[src/rtl/sbb_pkg.sv]
// Package: shared types and constants for the sprite blitter with colour key and blend.
package sbb_pkg;

  localparam logic [23:0] WhiteColour = 24'hFFFFFF;
  localparam logic [7:0]  ChannelMax  = 8'hFF;

  // Configuration register indexes
  typedef enum logic [2:0] {
    RegPosX        = 3'd0,
    RegPosY        = 3'd1,
    RegImageWidth  = 3'd2,
    RegImageHeight = 3'd3,
    RegKeyColor    = 3'd4,
    RegOpacity     = 3'd5,
    RegBlendMode   = 3'd6,
    RegRowPitch    = 3'd7
  } cfg_reg_e;

  // Values of the blend_mode register
  typedef enum logic {
    ModeCopy  = 1'b0,
    ModeBlend = 1'b1
  } blend_mode_e;

  typedef struct packed {
    logic [23:0] source_pixel;
    logic [23:0] screen_pixel;
  } in_t;

  typedef struct packed {
    logic        write_enable;
    logic [23:0] frame_address;
    logic [23:0] out_pixel;
    logic        last_pixel;
  } out_t;

  // Placement of one sprite pixel on the screen
  typedef struct packed {
    logic        on_screen;
    logic [11:0] sx;
    logic [11:0] sy;
    logic        last;
  } pos_t;

endpackage

[src/rtl/sbb_raster.sv]
// Raster counters, sprite placement and screen clipping for each accepted pixel.
module sbb_raster #(
  parameter int SCREEN_WIDTH  = 1024,
  parameter int SCREEN_HEIGHT = 768
) (
  input  logic               clk_i,
  input  logic               rst_ni,
  input  logic               advance_i,
  input  logic [12:0]        pos_x_i,
  input  logic [12:0]        pos_y_i,
  input  logic [12:0]        image_width_i,
  input  logic [12:0]        image_height_i,
  output sbb_pkg::pos_t      pos_o
);

  localparam logic [12:0] ScrW = 13'(SCREEN_WIDTH);
  localparam logic [12:0] ScrH = 13'(SCREEN_HEIGHT);

  logic [11:0] col_q, col_d;
  logic [11:0] row_q, row_d;
  logic [11:0] w_last, h_last;
  logic        end_row, end_img;
  logic [11:0] col, row;
  logic signed [13:0] sx, sy;

  // Last column / row index; zero size counts as one, oversize clamps to 4096
  always_comb begin
    if (image_width_i == 13'd0) begin
      w_last = 12'd0;
    end else if (image_width_i > 13'd4096) begin
      w_last = 12'hFFF;
    end else begin
      w_last = 12'(image_width_i - 13'd1);
    end
    if (image_height_i == 13'd0) begin
      h_last = 12'd0;
    end else if (image_height_i > 13'd4096) begin
      h_last = 12'hFFF;
    end else begin
      h_last = 12'(image_height_i - 13'd1);
    end
  end

  assign end_row = col_q >= w_last;
  assign end_img = end_row && (row_q >= h_last);
  assign col     = end_row ? w_last : col_q;
  assign row     = (row_q >= h_last) ? h_last : row_q;

  assign sx = $signed({pos_x_i[12], pos_x_i}) + $signed({2'b00, col});
  assign sy = $signed({pos_y_i[12], pos_y_i}) + $signed({2'b00, row});

  assign pos_o.on_screen = !sx[13] && (sx[12:0] < ScrW) && !sy[13] && (sy[12:0] < ScrH);
  assign pos_o.sx        = sx[11:0];
  assign pos_o.sy        = sy[11:0];
  assign pos_o.last      = end_img;

  always_comb begin
    col_d = col_q;
    row_d = row_q;
    if (advance_i) begin
      if (end_img) begin
        col_d = 12'd0;
        row_d = 12'd0;
      end else if (end_row) begin
        col_d = 12'd0;
        row_d = row_q + 12'd1;
      end else begin
        col_d = col_q + 12'd1;
      end
    end
  end

  always_ff @(posedge clk_i or negedge rst_ni) begin
    if (!rst_ni) begin
      col_q <= 12'd0;
      row_q <= 12'd0;
    end else begin
      col_q <= col_d;
      row_q <= row_d;
    end
  end

  // The final pixel of the sprite wraps both counters
  assert property (@(posedge clk_i) disable iff (!rst_ni)
    advance_i && end_img |=> col_q == 12'd0 && row_q == 12'd0)
    else $error("raster counters did not wrap after final pixel");

endmodule

[src/rtl/sbb_pixel.sv]
// Per-channel saturating additive blend with white override and opacity mix.
module sbb_pixel (
  input  logic [23:0] src_i,
  input  logic [23:0] scr_i,
  input  logic [7:0]  opacity_i,
  output logic [23:0] pix_o
);

  logic white;

  assign white = src_i == sbb_pkg::WhiteColour;

  for (genvar c = 0; c < 3; c++) begin : g_ch
    logic [8:0]         raw;
    logic [7:0]         sum;
    logic signed [8:0]  diff;
    logic signed [17:0] prod;
    logic signed [9:0]  mix;

    assign raw  = {1'b0, src_i[8*c +: 8]} + {1'b0, scr_i[8*c +: 8]};
    assign sum  = (white || raw[8]) ? sbb_pkg::ChannelMax : raw[7:0];
    assign diff = $signed({1'b0, scr_i[8*c +: 8]}) - $signed({1'b0, sum});
    // sum + floor(op * (screen - sum) / 256)
    assign prod = $signed({1'b0, opacity_i}) * diff;
    assign mix  = $signed({2'b00, sum}) + $signed(prod[17:8]);
    assign pix_o[8*c +: 8] = mix[7:0];
  end

endmodule

[src/rtl/clipped_sprite_blitter_blend_core.sv]
// Top level: configuration registers, input and result registers, address and colour logic.
// Sprite blitter: takes one sprite pixel with its framebuffer pixel per clock while in_stall_o
// is low and returns one result per pixel: the pixel is caught in an input register together
// with its clipped screen position, then the address multiply and the colour blend run side by
// side into the result register. Sustained rate is one pixel per clock while out_stall_i is low;
// out_stall_i holds both full registers and reaches in_stall_o in the same cycle. The user must write
// configuration via cfg_we_i/cfg_idx_i/cfg_data_i only while no pixel is in flight; nothing enforces it.
module clipped_sprite_blitter_blend_core #(
  parameter int SCREEN_WIDTH  = 1024,
  parameter int SCREEN_HEIGHT = 768
) (
  input  logic           clk_i,
  input  logic           rst_ni,
  input  logic           cfg_we_i,
  input  logic [2:0]     cfg_idx_i,
  input  logic [23:0]    cfg_data_i,
  input  logic           in_valid_i,
  output logic           in_stall_o,
  input  sbb_pkg::in_t   in_data_i,
  output logic           out_valid_o,
  input  logic           out_stall_i,
  output sbb_pkg::out_t  out_data_o
);

  logic [12:0] pos_x_q, pos_y_q, image_width_q, image_height_q, row_pitch_q;
  logic [23:0] key_color_q;
  logic [7:0]  opacity_q;
  logic        blend_mode_q;

  logic           in_acc, s1_adv;
  logic           s1_valid_q;
  sbb_pkg::in_t   s1_pix_q;
  sbb_pkg::pos_t  s1_pos_q;
  sbb_pkg::pos_t  pos;
  logic           out_valid_q;
  sbb_pkg::out_t  out_q, out_d;
  logic [23:0]    addr_full;
  logic [23:0]    blended;

  // Configuration registers
  always_ff @(posedge clk_i or negedge rst_ni) begin
    if (!rst_ni) begin
      pos_x_q        <= 13'd0;
      pos_y_q        <= 13'd0;
      image_width_q  <= 13'd1;
      image_height_q <= 13'd1;
      key_color_q    <= 24'd0;
      opacity_q      <= 8'd0;
      blend_mode_q   <= sbb_pkg::ModeCopy;
      row_pitch_q    <= 13'd1024;
    end else if (cfg_we_i) begin
      unique case (sbb_pkg::cfg_reg_e'(cfg_idx_i))
        sbb_pkg::RegPosX:        pos_x_q        <= cfg_data_i[12:0];
        sbb_pkg::RegPosY:        pos_y_q        <= cfg_data_i[12:0];
        sbb_pkg::RegImageWidth:  image_width_q  <= cfg_data_i[12:0];
        sbb_pkg::RegImageHeight: image_height_q <= cfg_data_i[12:0];
        sbb_pkg::RegKeyColor:    key_color_q    <= cfg_data_i;
        sbb_pkg::RegOpacity:     opacity_q      <= cfg_data_i[7:0];
        sbb_pkg::RegBlendMode:   blend_mode_q   <= cfg_data_i[0];
        sbb_pkg::RegRowPitch:    row_pitch_q    <= cfg_data_i[12:0];
        default: ;
      endcase
    end
  end

  // Handshake: each register moves on when the one after it is empty or being drained
  assign s1_adv     = !out_valid_q || !out_stall_i;
  assign in_stall_o = s1_valid_q && !s1_adv;
  assign in_acc     = in_valid_i && !in_stall_o;

  sbb_raster #(
    .SCREEN_WIDTH  (SCREEN_WIDTH),
    .SCREEN_HEIGHT (SCREEN_HEIGHT)
  ) u_raster (
    .clk_i          (clk_i),
    .rst_ni         (rst_ni),
    .advance_i      (in_acc),
    .pos_x_i        (pos_x_q),
    .pos_y_i        (pos_y_q),
    .image_width_i  (image_width_q),
    .image_height_i (image_height_q),
    .pos_o          (pos)
  );

  always_ff @(posedge clk_i or negedge rst_ni) begin
    if (!rst_ni) begin
      s1_valid_q  <= 1'b0;
      out_valid_q <= 1'b0;
    end else begin
      if (in_acc) begin
        s1_valid_q <= 1'b1;
      end else if (s1_adv) begin
        s1_valid_q <= 1'b0;
      end
      if (s1_adv) begin
        out_valid_q <= s1_valid_q;
      end
    end
  end

  always_ff @(posedge clk_i) begin
    if (in_acc) begin
      s1_pix_q <= in_data_i;
      s1_pos_q <= pos;
    end
    if (s1_adv && s1_valid_q) begin
      out_q <= out_d;
    end
  end

  sbb_pixel u_pixel (
    .src_i     (s1_pix_q.source_pixel),
    .scr_i     (s1_pix_q.screen_pixel),
    .opacity_i (opacity_q),
    .pix_o     (blended)
  );

  // Address wraps at 24 bits
  assign addr_full = 24'(s1_pos_q.sy) * 24'(row_pitch_q) + 24'(s1_pos_q.sx);

  always_comb begin
    out_d.write_enable  = 1'b0;
    out_d.frame_address = 24'd0;
    out_d.out_pixel     = 24'd0;
    out_d.last_pixel    = s1_pos_q.last;
    if (s1_pos_q.on_screen) begin
      out_d.frame_address = addr_full;
      if (blend_mode_q == sbb_pkg::ModeCopy) begin
        out_d.write_enable = 1'b1;
        out_d.out_pixel    = s1_pix_q.source_pixel;
      end else if (s1_pix_q.source_pixel == key_color_q) begin
        // keyed out: screen pixel passes back unchanged
        out_d.out_pixel    = s1_pix_q.screen_pixel;
      end else begin
        out_d.write_enable = 1'b1;
        out_d.out_pixel    = blended;
      end
    end
  end

  assign out_valid_o = out_valid_q;
  assign out_data_o  = out_q;

  assert property (@(posedge clk_i) disable iff (!rst_ni)
    in_stall_o |-> s1_valid_q && out_valid_q && out_stall_i)
    else $error("input stalled with room in the pipeline");

  assert property (@(posedge clk_i) disable iff (!rst_ni)
    s1_valid_q && !s1_adv |=> s1_valid_q && out_valid_q)
    else $error("pixel lost from input register under stall");

  assert property (@(posedge clk_i) disable iff (!rst_ni)
    out_valid_q && !out_q.write_enable && out_q.out_pixel != 24'd0
      |-> blend_mode_q == sbb_pkg::ModeBlend)
    else $error("keyed result outside blend mode");

endmodule
[config.mk]
export PLATFORM = sky130hd
export DESIGN_NAME = clipped_sprite_blitter_blend_core
export DESIGN_NICKNAME = d
export VERILOG_FILES = /design/src/rtl/sbb_pkg.sv /design/src/rtl/sbb_raster.sv /design/src/rtl/sbb_pixel.sv /design/src/rtl/clipped_sprite_blitter_blend_core.sv
export SDC_FILE = /design/constraint.sdc
export NUM_CORES = 1
export LEC_CHECK = 0
export CORE_ASPECT_RATIO = 0.7
export CORE_MARGIN = 3
export CORE_UTILIZATION = 48
export CTS_BUF_LIST = sky130_fd_sc_hd__clkbuf_4
export DETAILED_ROUTE_END_ITERATION = 8
export DONT_BUFFER_PORTS = 1
export MAX_ROUTING_LAYER = met4
export PLACE_DENSITY = 0.71
export SKIP_LAST_GASP = 1
export SLEW_MARGIN = 5
export SYNTH_ARGS = -nofsm -noshare
export SYNTH_HDL_FRONTEND = slang
export SYNTH_SLANG_ARGS = --single-unit
[constraint.sdc]
create_clock -name clk_i -period 29.9 [get_ports clk_i]
set_input_delay 1.495 -clock clk_i [delete_from_list [all_inputs] [get_ports clk_i]]
set_output_delay 1.495 -clock clk_i [all_outputs]
set_load 0.005 [all_outputs]
Yosys cells after proc, flatten, opt, wreduce, memory -nomap -nowiden
Cells that the tools add are included.

Register bits after elaboration: 248. Input port bits: 80. Output and inout port bits: 52. Word-level logic and storage cells: 107.

Add/sub/neg operators: 16. Multiply operators: 4. Reductions and logical operators: 31. $lt $le $gt $ge: 6. Multiplexer cells: 19. Eq/ne operators: 9.

Operators by type and width (number): 2-to-1 mux 12 bit (10); multiplier 9 x 9 -> 16 bit (3); 2-to-1 mux 24 bit (2); adder 13 x 13 -> 14 bit (2); adder 8 x 8 -> 9 bit (3); subtractor 8 x 8 -> 9 bit (3); > comparator 13 bit, second input constant (2); zero test 13 bit (2); adder 12 x 1 -> 12 bit, second input constant (2); adder 24 x 12 -> 24 bit (1); adder 8 bit (3); equality test 24 bit (1); equality test 24 bit, second input constant (1); >= comparator 12 bit (2); multiplier 12 x 13 -> 24 bit (1); 2-to-1 mux 8 bit (3); subtractor 12 x 1 -> 12 bit, second input constant (2); AND reduction 2 bit (9); < comparator 13 x 10 -> 1 bit, second input constant (1); < comparator 13 x 11 -> 1 bit, second input constant (1); equality test 3 bit, second input constant (4); logical AND 1 bit (7); equality test 3 x 2 -> 1 bit, second input constant (2); zero test 1 bit (6); 5 further kinds (12).

Logic depth before layout (Yosys ltp)
Gate-level depths: netlist of run 1.

Word-level depth: 10. Depth in mapped cells: 45. Depth with buffers taken out: 45.

Hierarchy
From an unflattened synthesis of run 1, not the netlist that was laid out.

Cell total of the unflattened synthesis: 2799. Area, all modules: 27490.1 um2.

By module, submodules not included: clipped_sprite_blitter_blend_core (area an instance 14049.7 um2, instances 1, seq. area each 6229.7 um2, cells each 1157); sbb_pixel (area an instance 9610.5 um2, instances 1, seq. area each 0.0 um2, cells each 1143); sbb_raster (area an instance 3829.9 um2, instances 1, seq. area each 600.6 um2, cells each 499).

Worst setup path after synthesis of run 1
OpenSTA, ideal clock, no wires.

Path type: register to register. Start: register s1_pix_q[32] in the netlist's numbering. End: register out_q (netlist bit out_data_o[16]), data pin. Path buffers: 0. Setup slack: 20196 ps. Clock period less this slack: 9704 ps. Data arrival time: 9449 ps. Setup time: 255 ps. Cell stages (with the launch flop): 43. Data required time: 29645 ps. Cell sequence: edfxtp_1 -> ha_1 -> fa_1 -> a211oi_1 -> nor2_1 -> o211ai_1 -> nand3b_2 -> or2_2 -> inv_1 -> ha_1 -> nor2b_1 -> o21ai_0 -> a21boi_1 -> o21ai_0 -> nand2b_1 -> a21o_1 -> a21oi_1 -> xnor2_1 -> [7 not listed] -> fa_1 -> inv_1 -> ha_1 -> nand2_1 -> or4_1 -> nand3_2 -> nor4_2 -> o41ai_4 -> and2_1 -> nor2_1 -> xnor2_1 -> ha_1 -> o41ai_2 -> xnor2_1 -> xnor3_1 -> xor2_1 -> o221ai_1 -> and2_1.

Longest elaborated chain between the ends: 8. Elaborated cells on any way between the ends: 10. Those cells by class: 3 x add/sub; 1 x mul; 2 x eq/ne; 3 x mux; 1 x reduce/logical.

Ends and longest elaborated chain: start: declaration (RTL line clipped_sprite_blitter_blend_core.sv:32) `sbb_pkg::in_t s1_pix_q;`; start signal: assignment (RTL line clipped_sprite_blitter_blend_core.sv:103) `s1_pix_q <= in_data_i;`; adder 8 x 8 -> 9 bit or equality test 24 bit (tied branches) (RTL line sbb_pixel.sv:20, sbb_pixel.sv:11); logical OR 1 bit (RTL line sbb_pixel.sv:21) `assign sum = (white || raw[8]) ? sbb_pkg::ChannelMax : raw[7:0];`; 2-to-1 mux 8 bit (RTL line sbb_pixel.sv:21); subtractor 8 x 8 -> 9 bit (RTL line sbb_pixel.sv:22) `assign diff = $signed({1'b0, scr_i[8*c +: 8]}) - $signed({1'b0, sum});`; multiplier 9 x 9 -> 16 bit (RTL line sbb_pixel.sv:24) `assign prod = $signed({1'b0, opacity_i}) * diff;`; adder 8 bit (RTL line sbb_pixel.sv:25) `assign mix = $signed({2'b00, sum}) + $signed(prod[17:8]);`; 2-to-1 mux 24 bit * (RTL line clipped_sprite_blitter_blend_core.sv:131) `end else if (s1_pix_q.source_pixel == key_color_q) begin`; 2-to-1 mux 24 bit * (RTL line clipped_sprite_blitter_blend_core.sv:128) `if (blend_mode_q == sbb_pkg::ModeCopy) begin`; end signal: assignment (RTL line clipped_sprite_blitter_blend_core.sv:107) `out_q <= out_d;`; end: declaration (RTL line clipped_sprite_blitter_blend_core.sv:36) `sbb_pkg::out_t out_q, out_d;`.

Mark *: on every way between the ends. The rest lies on a longest branch, timed or not. A chain may end at the register's enable or synchronous reset.

Worst setup path in the final report of run 1
Start: register s1_pix_q[40] in the netlist's numbering. End: register out_q (netlist bit out_data_o[24]), data pin.

Same word-level chain as after synthesis.

==> qor.yml, run 1 <==
timing:
  skew_ns: 0.0890
  relSlewSlack: 0.186
  period_share: 0.358
  hold_viol: 0
  setup_tns_ns: 0
  slew_viol_final: 0
  period_minus_slack_ns: 10.70
  holdWs_ns: 0.331
  fmaxAchievable_mhz: 93.5
  grt_setup_unrepaired: "false"
  finalSetupViolations: 0
  worst_slew_pin_slew_ns: 1.22
synth:
  synth_edf_count: 124
  synth_cell_types: 80
  yosysTopAreaCell: "fa_1"
  netlist_area_um2: 26600
  synth_ff_type: "edfxtp_1"
  syn_area_per_cell_um2: 9.90
  netlist_top_cells_area: "fa_1, ha_1, edfxtp_1"
  synth_fp_nets: 3334
  yosysSeqAreaShare: 0.257
  synth_top_area_frac: 0.193
  syn_inst: 2688
  yosysWarningCount: 0
  ys_seq_elements: 248
  synthArstFlopShare: 0.500
global_route:
  grt_usage: 0.248
  grt_max_degree: 125
  grt_pass1_vias: 19674
  overflow: 0
  grt_pass1_wl_mm: 109
  grt_antenna_before_repair: 8
floorplanning:
  start_util: 0.490
  die_w_um: 287
  die_area_um2: 58300
  ioPinCount: 132
  die_h_um: 203
  core.rowCount: 71
  fp.coreArea_um2: 54300
clock_network:
  cts-root-buf: "clkbuf_4"
  path_clk_slew_ns: 0.09
  numCtsBuffers: 69
  clk_latency_ns: 0.86
  clock_path_buffers: 3
  ctsHoldBuffers: 0
  cts-resized-gates: 0
  cts_tree: "yes"
  post-cts-setup-buffers: 0
  cts.sinks: 248
  h-tree-depth: 3
detailed_routing:
  vias: 19383
  wl_met2_mm: 27.9
  top_layer: "met4"
  vias_per_cell: 5.55
  drtIter0Drc: 1610
  wl_met3_mm: 6.81
  antenna_left: 0
  wl_per_cell_um: 19.8
  met1_length_mm: 32.9
  wirelength_mm: 69.2
  drcViolationCount: 0
  first_pass_iters: 5
critical_path:
  worstSetupEndpointType: "register"
  cp.arrival_ns: 11.31
  rr_worst_depth: 42
  reg2reg_slack_ns: 19.20
  max_stage_delay_ns: 0.54
  cpLargestDelayFamily: "adder cells"
  worst_path_max_delay_cell: "fa_1"
  r2r_start: "s1_pix_q[40]"
  crit_path_start_kind: "register"
  cp.depth: 42
  reg2reg_to: "out_data_o[24]"
  cpMostUsedCell: "fa_1"
  crit_buf_inv: 5
  crit_type: "register to register"
  critPathMaxFanout: 8
  cp.required_ns: 30.51
placed_design:
  dp.cells: 3357
  place_congestion: 0.955
  hpwlAfterDp_mm: 53.3
  portBuffers: 0
finish:
  final_nets: 3344
  nFillCells: 4753
  multi_input_area_um2: 18300
  areaGrowthSynthToFinish_pct: 6.55
  regArea_um2: 6830
  drive_gt1_frac: 0.100
  final-instance-count-excl-fill: 3494
run:
  maxCapViolCount: 0
min_path:
  hp-class: "input port to async pin"
outcome:
  status: "complete, no violations"
[synthesized netlist by cell type, types with 4 or more instances]
library cell,number
nand3_1,28
nand4_1,20
nor3b_1,7
nand2b_1,47
edfxtp_1,124
a211oi_1,13
nor3_1,35
o221ai_1,4
nor4_1,11
a21oi_1,79
nand4b_1,4
o211ai_1,8
dfrtp_1,121
or3_1,15
nor2_1,174
a21boi_0,5
nor2b_1,19
ha_1,309
and3_1,9
o31ai_1,8
mux2i_1,6
xor2_1,53
o21bai_1,6
a22o_1,4
inv_1,327
mux2_2,97
fa_1,257
nand3b_1,7
a311oi_1,22
and2_1,185
a21o_1,37
o21ai_0,49
nor2_2,6
or2_2,20
clkbuf_1,72
o21ai_1,23
o21a_1,29
nand2_1,268
xnor2_1,104
a31oi_1,9
[worst max-delay path by stage]
stage | from | to
after CTS | s1_pix_q[40] | out_data_o[24]
final | s1_pix_q[40] | out_data_o[24]
after detailed placement | s1_pix_q[40] | out_data_o[24]
after global placement | s1_pix_q[32] | out_data_o[16]
after floorplan | s1_pix_q[32] | out_data_o[16]
after global routing | s1_pix_q[32] | out_data_o[16]
[registers in the layout, summed over array words and instances (netlist names), 24 cells and up]
name and count:
key_color_q 24, s1_pix_q 48, s1_pos_q 25, out_data_o 50
[cell families after synthesis]
| family | share of synthesized area |
|---|---|
| compound gates | 0.0833 |
| xor+xnor | 0.0542 |
| fa+ha+maj | 0.339 |
| buf+inv | 0.0584 |
| flops | 0.257 |
| mux | 0.0437 |
| simple gates | 0.165 |
[final cells by class]
class | instances | share of cell area
antenna | 11 | 0.000971
multi-input combinational | 2034 | 0.644
clock inverter | 35 | 0.00988
inverter | 328 | 0.0435
timing repair buffer | 17 | 0.00450
clock buffer | 91 | 0.0241
sequential | 248 | 0.241
tap | 730 | 0.0322
[stage by stage]
stage	cell area [µm²]	util	setup slack, ns
2_1_floorplan	26600	-	20.20
3_3_place_gp	27400	0.504	19.64
3_5_place_dp	27400	0.504	19.28
4_1_cts	28300	0.522	19.28
5_1_grt	28300	0.522	18.52
6_report	28400	0.522	19.20
[metal layers]
metal  up-vias  GRT usage
met2       711      0.339
met1      9534      0.359
met4         0     0.0645
met3       114     0.0708
li1       9024          -
met5         -          -
[cells in the final DEF (no fill, tap or decap), types with 49 or more instances in the layout]
master and count:
clkbuf_4 91, xor2_1 53, xnor2_1 104, fa_1 257, o21ai_0 49, edfxtp_1 124, nand2_1 268, ha_1 309
dfrtp_1 120, nor2_1 174, mux2_2 97, inv_1 326, and2_1 185, a21oi_1 79
Power of run 1 is left out: the tool's default activity adds up to more than one toggle a clock period on the data nets, which glitch-free logic cannot reach.
==> run 2: changes to the inputs <==
--- a/config.mk
+++ b/config.mk
@@ -5,6 +5,7 @@
 export SDC_FILE = /design/constraint.sdc
 export NUM_CORES = 1
 export LEC_CHECK = 0
+export ABC_AREA = 1
 export CORE_ASPECT_RATIO = 0.7
 export CORE_MARGIN = 3
 export CORE_UTILIZATION = 48
==> constraint.sdc (replaced) <==
create_clock -name clk_i -period 10.7 [get_ports clk_i]
set_input_delay 0.535 -clock clk_i [delete_from_list [all_inputs] [get_ports clk_i]]
set_output_delay 0.535 -clock clk_i [all_outputs]
set_load 0.005 [all_outputs]
==> run 2 against run 1 <==
Cell count rose by 22%. Worst hold slack got worse by 0.25 ns. Clock-buffer cell count rose by 14. Via count rose by 16%. Critical path depth rose by 3. Die area rose by 3.2%. Utilization rose by 1.0 points. Synthesized cell count rose by 26%. Global-route usage rose by 2.0 points. Routed wire length rose by 11%. Clock skew fell by 0.022 ns. Critical path type unchanged. Critical endpoint unchanged.
==> qor.yml, run 2 <==
global_route:
  grt_usage: 0.268  # +0.0202
  grt_antenna_before_repair: 11  # +3
  grt_max_degree: 125  # unchanged
  grt_pass1_wl_mm: 121  # +11%
  grt_pass1_vias: 21586  # +9.7%
  overflow: 0  # unchanged
synth:
  netlist_area_um2: 27500  # +3.3%
  yosysMostFrequentCell: "nand2_1"
  synth-compound-area-share: 0.0877  # +0.00438
  synth_top_area_frac: 0.187  # -0.00612
  yosysWarningCount: 0  # unchanged
  synth_ff_type: "edfxtp_1"
  synth_fp_nets: 4030  # +21%
  synth_top_family_by_area: "adder cells"
  yosysSeqAreaShare: 0.249  # -0.00812
  syn_area_per_cell_um2: 8.12  # -18%
  synth_edf_count: 124  # unchanged
  yosys.area_share.simple: 0.195  # +0.0297
  netlist_top_cells_area: "fa_1, ha_1, edfxtp_1"
  synthAdderAreaFrac: 0.328  # -0.0107
  synthXorXnorAreaFrac: 0.0370  # -0.0172
  synthArstFlopShare: 0.500  # unchanged
  yosysTopAreaCell: "fa_1"
  ys_seq_elements: 248  # unchanged
  synth_cell_types: 59  # -26%
  syn_inst: 3384  # +26%
  ys_top_cells_by_count: "nand2_1, inv_1, ha_1"
  synth.area.mux_share: 0.00451  # -0.0392
critical_path:
  startpoint: "s1_pix_q[40]"
  rr_worst_depth: 45  # +7.1%
  critPathMaxFanout: 9  # +1
  crit_type: "register to register"
  worst_path_max_delay_cell: "xor2_1"
  crit_path_start_kind: "register"
  max_stage_delay_ns: 0.59  # +0.05 ns
  worstSetupEndpointType: "register"
  cp.required_ns: 11.26  # -19.25 ns
  reg2reg_slack_ns: 1.55  # -17.65 ns
  cp.arrival_ns: 9.71  # -1.60 ns
  cpMostUsedCell: "nand2_1"
  reg2reg_to: "out_data_o[24]"
  r2r_start: "s1_pix_q[40]"
finish:
  final_nets: 4104  # +23%
  final-instance-count-excl-fill: 4264  # +22%
  areaGrowthSynthToFinish_pct: 8.44
  drive_gt1_frac: 0.0666  # -0.0336
  layout_commonest_cell: "nand2_1"
  layout_common_cells: "nand2_1, inv_1, ha_1"
  nFillCells: 5150  # +8.4%
  largest_reg_flops: 50  # unchanged
min_path:
  min_from: "cfg_data_i[10]"
  hp-class: "input port to register"
  min_path_cells: 2
  whs_endpoint: "key_color_q[10]"
run:
  maxCapViolCount: 0  # unchanged
detailed_routing:
  vias_per_cell: 5.29  # -4.6%
  first_pass_iters: 6  # +1
  wirelength_mm: 76.5  # +11%
  drtIter0Drc: 2073  # +29%
  vias: 22565  # +16%
  wl_per_cell_um: 17.9  # -9.3%
  drcViolationCount: 0  # unchanged
  antenna_left: 0  # unchanged
timing:
  relSlewSlack: 0.284  # +0.0984
  period_share: 0.855  # +0.497
  worst_slew_pin_slew_ns: 1.07  # -0.149 ns
  hold_viol: 0  # unchanged
  finalSetupViolations: 0  # unchanged
  grt_setup_unrepaired: "false"
  fmaxAchievable_mhz: 109  # +17%
  setup_tns_ns: 0  # unchanged
  skew_ns: 0.0674  # -0.0216 ns
  period_minus_slack_ns: 9.15  # -1.55 ns
  slew_viol_final: 0  # unchanged
placed_design:
  hpwlAfterDp_mm: 59.3  # +11%
  place_congestion: 0.964  # +0.87%
  dp.cells: 4061  # +21%
  portBuffers: 0  # unchanged
clock_network:
  cts_tree: "yes"
  cts.sinks: 248  # unchanged
  clock_path_buffers: 3  # unchanged
  clk_latency_ns: 0.86  # about the same
  cts-root-buf: "clkbuf_4"
  h-tree-depth: 3  # unchanged
  post-cts-setup-buffers: 0  # unchanged
  path_clk_slew_ns: 0.08  # about the same
  numCtsBuffers: 69  # unchanged
  cts-resized-gates: 0  # unchanged
  ctsHoldBuffers: 66  # +66
floorplanning:
  die_h_um: 206  # +1.6%
  die_area_um2: 60200  # +3.2%
  fp.coreArea_um2: 55900  # +3.1%
  ioPinCount: 132  # unchanged
  start_util: 0.491  # +0.000950
  die_w_um: 292  # +1.6%
  core.rowCount: 72  # +1.4%
outcome:
  status: "complete, no violations"
## run 2: cell types whose count changed after synthesis, moves of 24 or more
cell / change
nand2_2: +31
o21a_1: -24
and2_1: -184
a21oi_1: +90
nand3_1: +75
nand2_1: +536
nor2_1: +103
a21o_1: -28
xnor2_1: -63
mux2_2: -86
inv_1: +299
o21ai_0: +105
nand2b_1: -47
## run 2: cell type report
class,count,area (µm²),area share
diodes,12,30.0,0.00101
inverters,638,2400,0.0804
repair buffers,78,768,0.0258
flip-flops and latches,248,6830,0.229
clock buffers,105,788,0.0265
clock inverters,20,139,0.00466
well taps,740,926,0.0311
multi-input cells,2423,17900,0.601
## run 2: kinds of logic (layout without fill, tap and decap cells)
| logic type | Yosys count | after routing |
|---|---|---|
| compound gates | 428 | 428 |
| buf+inv | 713 | 841 |
| fa+ha+maj | 566 | 566 |
| xor+xnor | 116 | 116 |
| simple gates | 1302 | 1302 |
| mux | 11 | 11 |
| flops | 248 | 248 |
| other cells | 0 | 12 |
## run 2: how the worst max path moves through the flow
stage	endpoint
floorplan	out_data_o[24]
global placement	out_data_o[24]
detailed placement	out_data_o[24]
CTS	out_data_o[24]
global route	out_data_o[24]
finish	out_data_o[24]
## run 2: worst max-delay path, delay by kind of cell (launching register included)
| family | cells | cell delay [ns] |
|---|---|---|
| AO/OA/AOI/OAI | 8 | 1.16 |
| AND/OR/NAND/NOR | 20 | 2.19 |
| XOR/XNOR | 2 | 0.73 |
| flip-flops | 1 | 0.45 |
| adder cells (fa/ha/maj) | 10 | 4.07 |
| buffers and inverters | 5 | 0.27 |
## run 2: stage by stage
stage / utilization / hold slack, ns / instance area [µm²] / setup slack [ns]
floorplan: - / 0.239 / 27500 / 2.60
global placement: 0.503 / 0.245 / 28200 / 1.97
detailed placement: 0.503 / 0.245 / 28200 / 1.62
CTS: 0.532 / 0.00683 / 29800 / 1.59
global route: 0.533 / 0.0346 / 29800 / 0.785
finish: 0.533 / 0.0772 / 29800 / 1.55
## run 2: metal layers
layer / track usage / part of all wire / vias to the layer above
met5: - / 0 / -
met2: 0.349 / 0.38 / 1024
met1: 0.397 / 0.48 / 10557
met3: 0.0867 / 0.12 / 132
li1: - / - / 10852
met4: 0.0665 / 0.025 / 0
Power of run 2 is left out for the same reason.
==> run 3: changes to the inputs <==
--- a/config.mk
+++ b/config.mk
@@ -13,7 +13,7 @@
 export DETAILED_ROUTE_END_ITERATION = 8
 export DONT_BUFFER_PORTS = 1
 export MAX_ROUTING_LAYER = met4
-export PLACE_DENSITY = 0.71
+export PLACE_DENSITY_LB_ADDON = 0.15
 export SKIP_LAST_GASP = 1
 export SLEW_MARGIN = 5
 export SYNTH_ARGS = -nofsm -noshare
==> run 3 against run 2 <==
Utilization is essentially flat. Global-route usage increased by 1.5 points. First-iteration DRC count fell by 9.3%. Critical path type unchanged. Highest routed layer unchanged.
==> qor.yml, run 3 (synthesized netlist as in run 2, its figures left out) <==
timing:
  setup_ws_ns: 1.01  # -0.544 ns
  finalSetupViolations: 0  # unchanged
  holdWs_ns: 0.114  # +0.0366 ns
  period_minus_slack_ns: 9.69  # +0.544 ns
  grt_setup_unrepaired: "false"
  worst_slew_pin_slew_ns: 1.27  # +0.202 ns
  skew_ns: 0.100  # +0.0326 ns
  hold_viol: 0  # unchanged
  relSlewSlack: 0.149  # -0.135
  fmaxAchievable_mhz: 103  # -5.6%
  slew_viol_final: 0  # unchanged
  period_share: 0.906  # +0.0508
  setup_tns_ns: 0  # unchanged
floorplanning:
  die_h_um: 206  # unchanged
  core.rowCount: 72  # unchanged
  start_util: 0.491  # unchanged
  fp.coreArea_um2: 55900  # unchanged
  die_area_um2: 60200  # unchanged
  die_w_um: 292  # unchanged
  ioPinCount: 132  # unchanged
clock_network:
  clk_latency_ns: 0.83  # -0.03 ns
  cts-resized-gates: 0  # unchanged
  cts_tree: "yes"
  cts-root-buf: "clkbuf_4"
  cts.sinks: 248  # unchanged
  h-tree-depth: 3  # unchanged
  numCtsBuffers: 70  # +1.4%
  clock_path_buffers: 3  # unchanged
  path_clk_slew_ns: 0.08  # about the same
finish:
  drive_gt1_frac: 0.0663  # -0.000360
  layout_common_cells: "nand2_1, inv_1, ha_1"
  largest_reg_flops: 50  # unchanged
  layout_commonest_cell: "nand2_1"
  areaGrowthSynthToFinish_pct: 8.34  # about the same
  final_nets: 4104  # unchanged
critical_path:
  reg2reg_to: "out_data_o[16]"
  worstSetupEndpointType: "register"
  cp.arrival_ns: 10.21  # +0.50 ns
  cp.depth: 51  # +13%
  cp-endpoint: "out_data_o[16]"
  cpMostUsedCell: "nand2_1"
  max_stage_delay_ns: 0.56  # -0.03 ns
  crit_buf_inv: 7  # +2
  reg2reg_slack_ns: 1.01  # -0.54 ns
  critPathMaxFanout: 9  # unchanged
  cpLargestDelayFamily: "adder cells"
  cp.required_ns: 11.22  # -0.04 ns
  rr_worst_depth: 51  # +13%
  r2r_start: "s1_pix_q[8]"
  crit_type: "register to register"
  crit_path_start_kind: "register"
  worst_path_max_delay_cell: "fa_1"
  startpoint: "s1_pix_q[8]"
min_path:
  min_from: "cfg_data_i[12]"
  min_path_cells: 2  # unchanged
  hp-class: "input port to register"
placed_design:
  hpwlAfterDp_mm: 63.5  # +7.0%
  place_congestion: 0.968  # +0.50%
  portBuffers: 0  # unchanged
  place_ws_ns: 1.25  # -0.372 ns
detailed_routing:
  vias: 22717  # +0.67%
  vias_per_cell: 5.33  # +0.70%
  wirelength_mm: 81.2  # +6.1%
  wl_per_cell_um: 19.0  # +6.1%
  first_pass_iters: 5  # -1
  drcViolationCount: 0  # unchanged
  antenna_left: 0  # unchanged
  drtIter0Drc: 1880  # -9.3%
run:
  maxCapViolCount: 0  # unchanged
global_route:
  overflow: 0  # unchanged
  grt_max_degree: 125  # unchanged
  grt_pass1_vias: 22372  # +3.6%
  grt_usage: 0.283  # +0.0148
  grt_antenna_before_repair: 5  # -6
  grt_pass1_wl_mm: 127  # +4.7%
outcome:
  status: "complete, no violations"
## run 3: cell count changes in the layout (fill, tap and decap cells not counted)
| cell | delta |
|---|---|
| clkinvlp_4 | +2 |
| buf_4 | -1 |
| clkinv_1 | +5 |
| diode_2 | -5 |
| clkinv_4 | -1 |
| clkbuf_4 | -14 |
| clkinv_2 | +12 |
| inv_6 | +2 |
| inv_2 | -1 |
## run 3: what timing repair did
item / 4_1_cts / 5_1_grt
hold endpoints to repair: 188 / 0
hold buffers: 66 / 0
setup buffers: 0 / 0
## run 3: how the worst min path moves through the flow
stage | end | slack (ns)
6_report | image_width_q[12] | 0.11
4_1_cts | row_pitch_q[12] | 0.03
3_3_place_gp | u_raster.row_q[5] | 0.24
3_5_place_dp | u_raster.row_q[3] | 0.25
5_1_grt | row_pitch_q[9] | 0.07
2_1_floorplan | blend_mode_q | 0.24
## run 3: stage by stage
| step | instance area [µm²] | utilization | instances |
|---|---|---|---|
| after floorplan | 27500 | - | 3384 |
| after global placement | 28200 | 0.503 | 4060 |
| after detailed placement | 28200 | 0.503 | 4060 |
| after CTS | 29800 | 0.532 | 4256 |
| after global routing | 29800 | 0.532 | 4261 |
| final | 29800 | 0.532 | 4263 |
## run 3: routing by layer
metal | up-vias | track usage | part of all wire
li1 | 10862 | - | -
met1 | 10853 | 0.418 | 0.49
met3 | 112 | 0.0814 | 0.099
met5 | - | - | 0
met4 | 0 | 0.0691 | 0.019
met2 | 890 | 0.379 | 0.39
## run 3: area by class of cell
cell class	instances	area, µm²
multi-input combinational	2423	17900
antenna	7	17.5
inverter	638	2400
timing repair buffer	77	761
sequential	248	6830
clock buffer	91	683
fill	5261	26200
clock inverter	39	238
tap	740	926
## run 3: worst register-to-register path, delay by kind of cell, from the launching register on
family                   cells  cell delay (ns)
adder cells (fa/ha/maj)     10             4.32
AND/OR/NAND/NOR             28             3.10
AO/OA/AOI/OAI                5             1.02
flip-flops                   1             0.48
buffers and inverters        7             0.39
XOR/XNOR                     1             0.07
Power of run 3 is left out for the same reason.
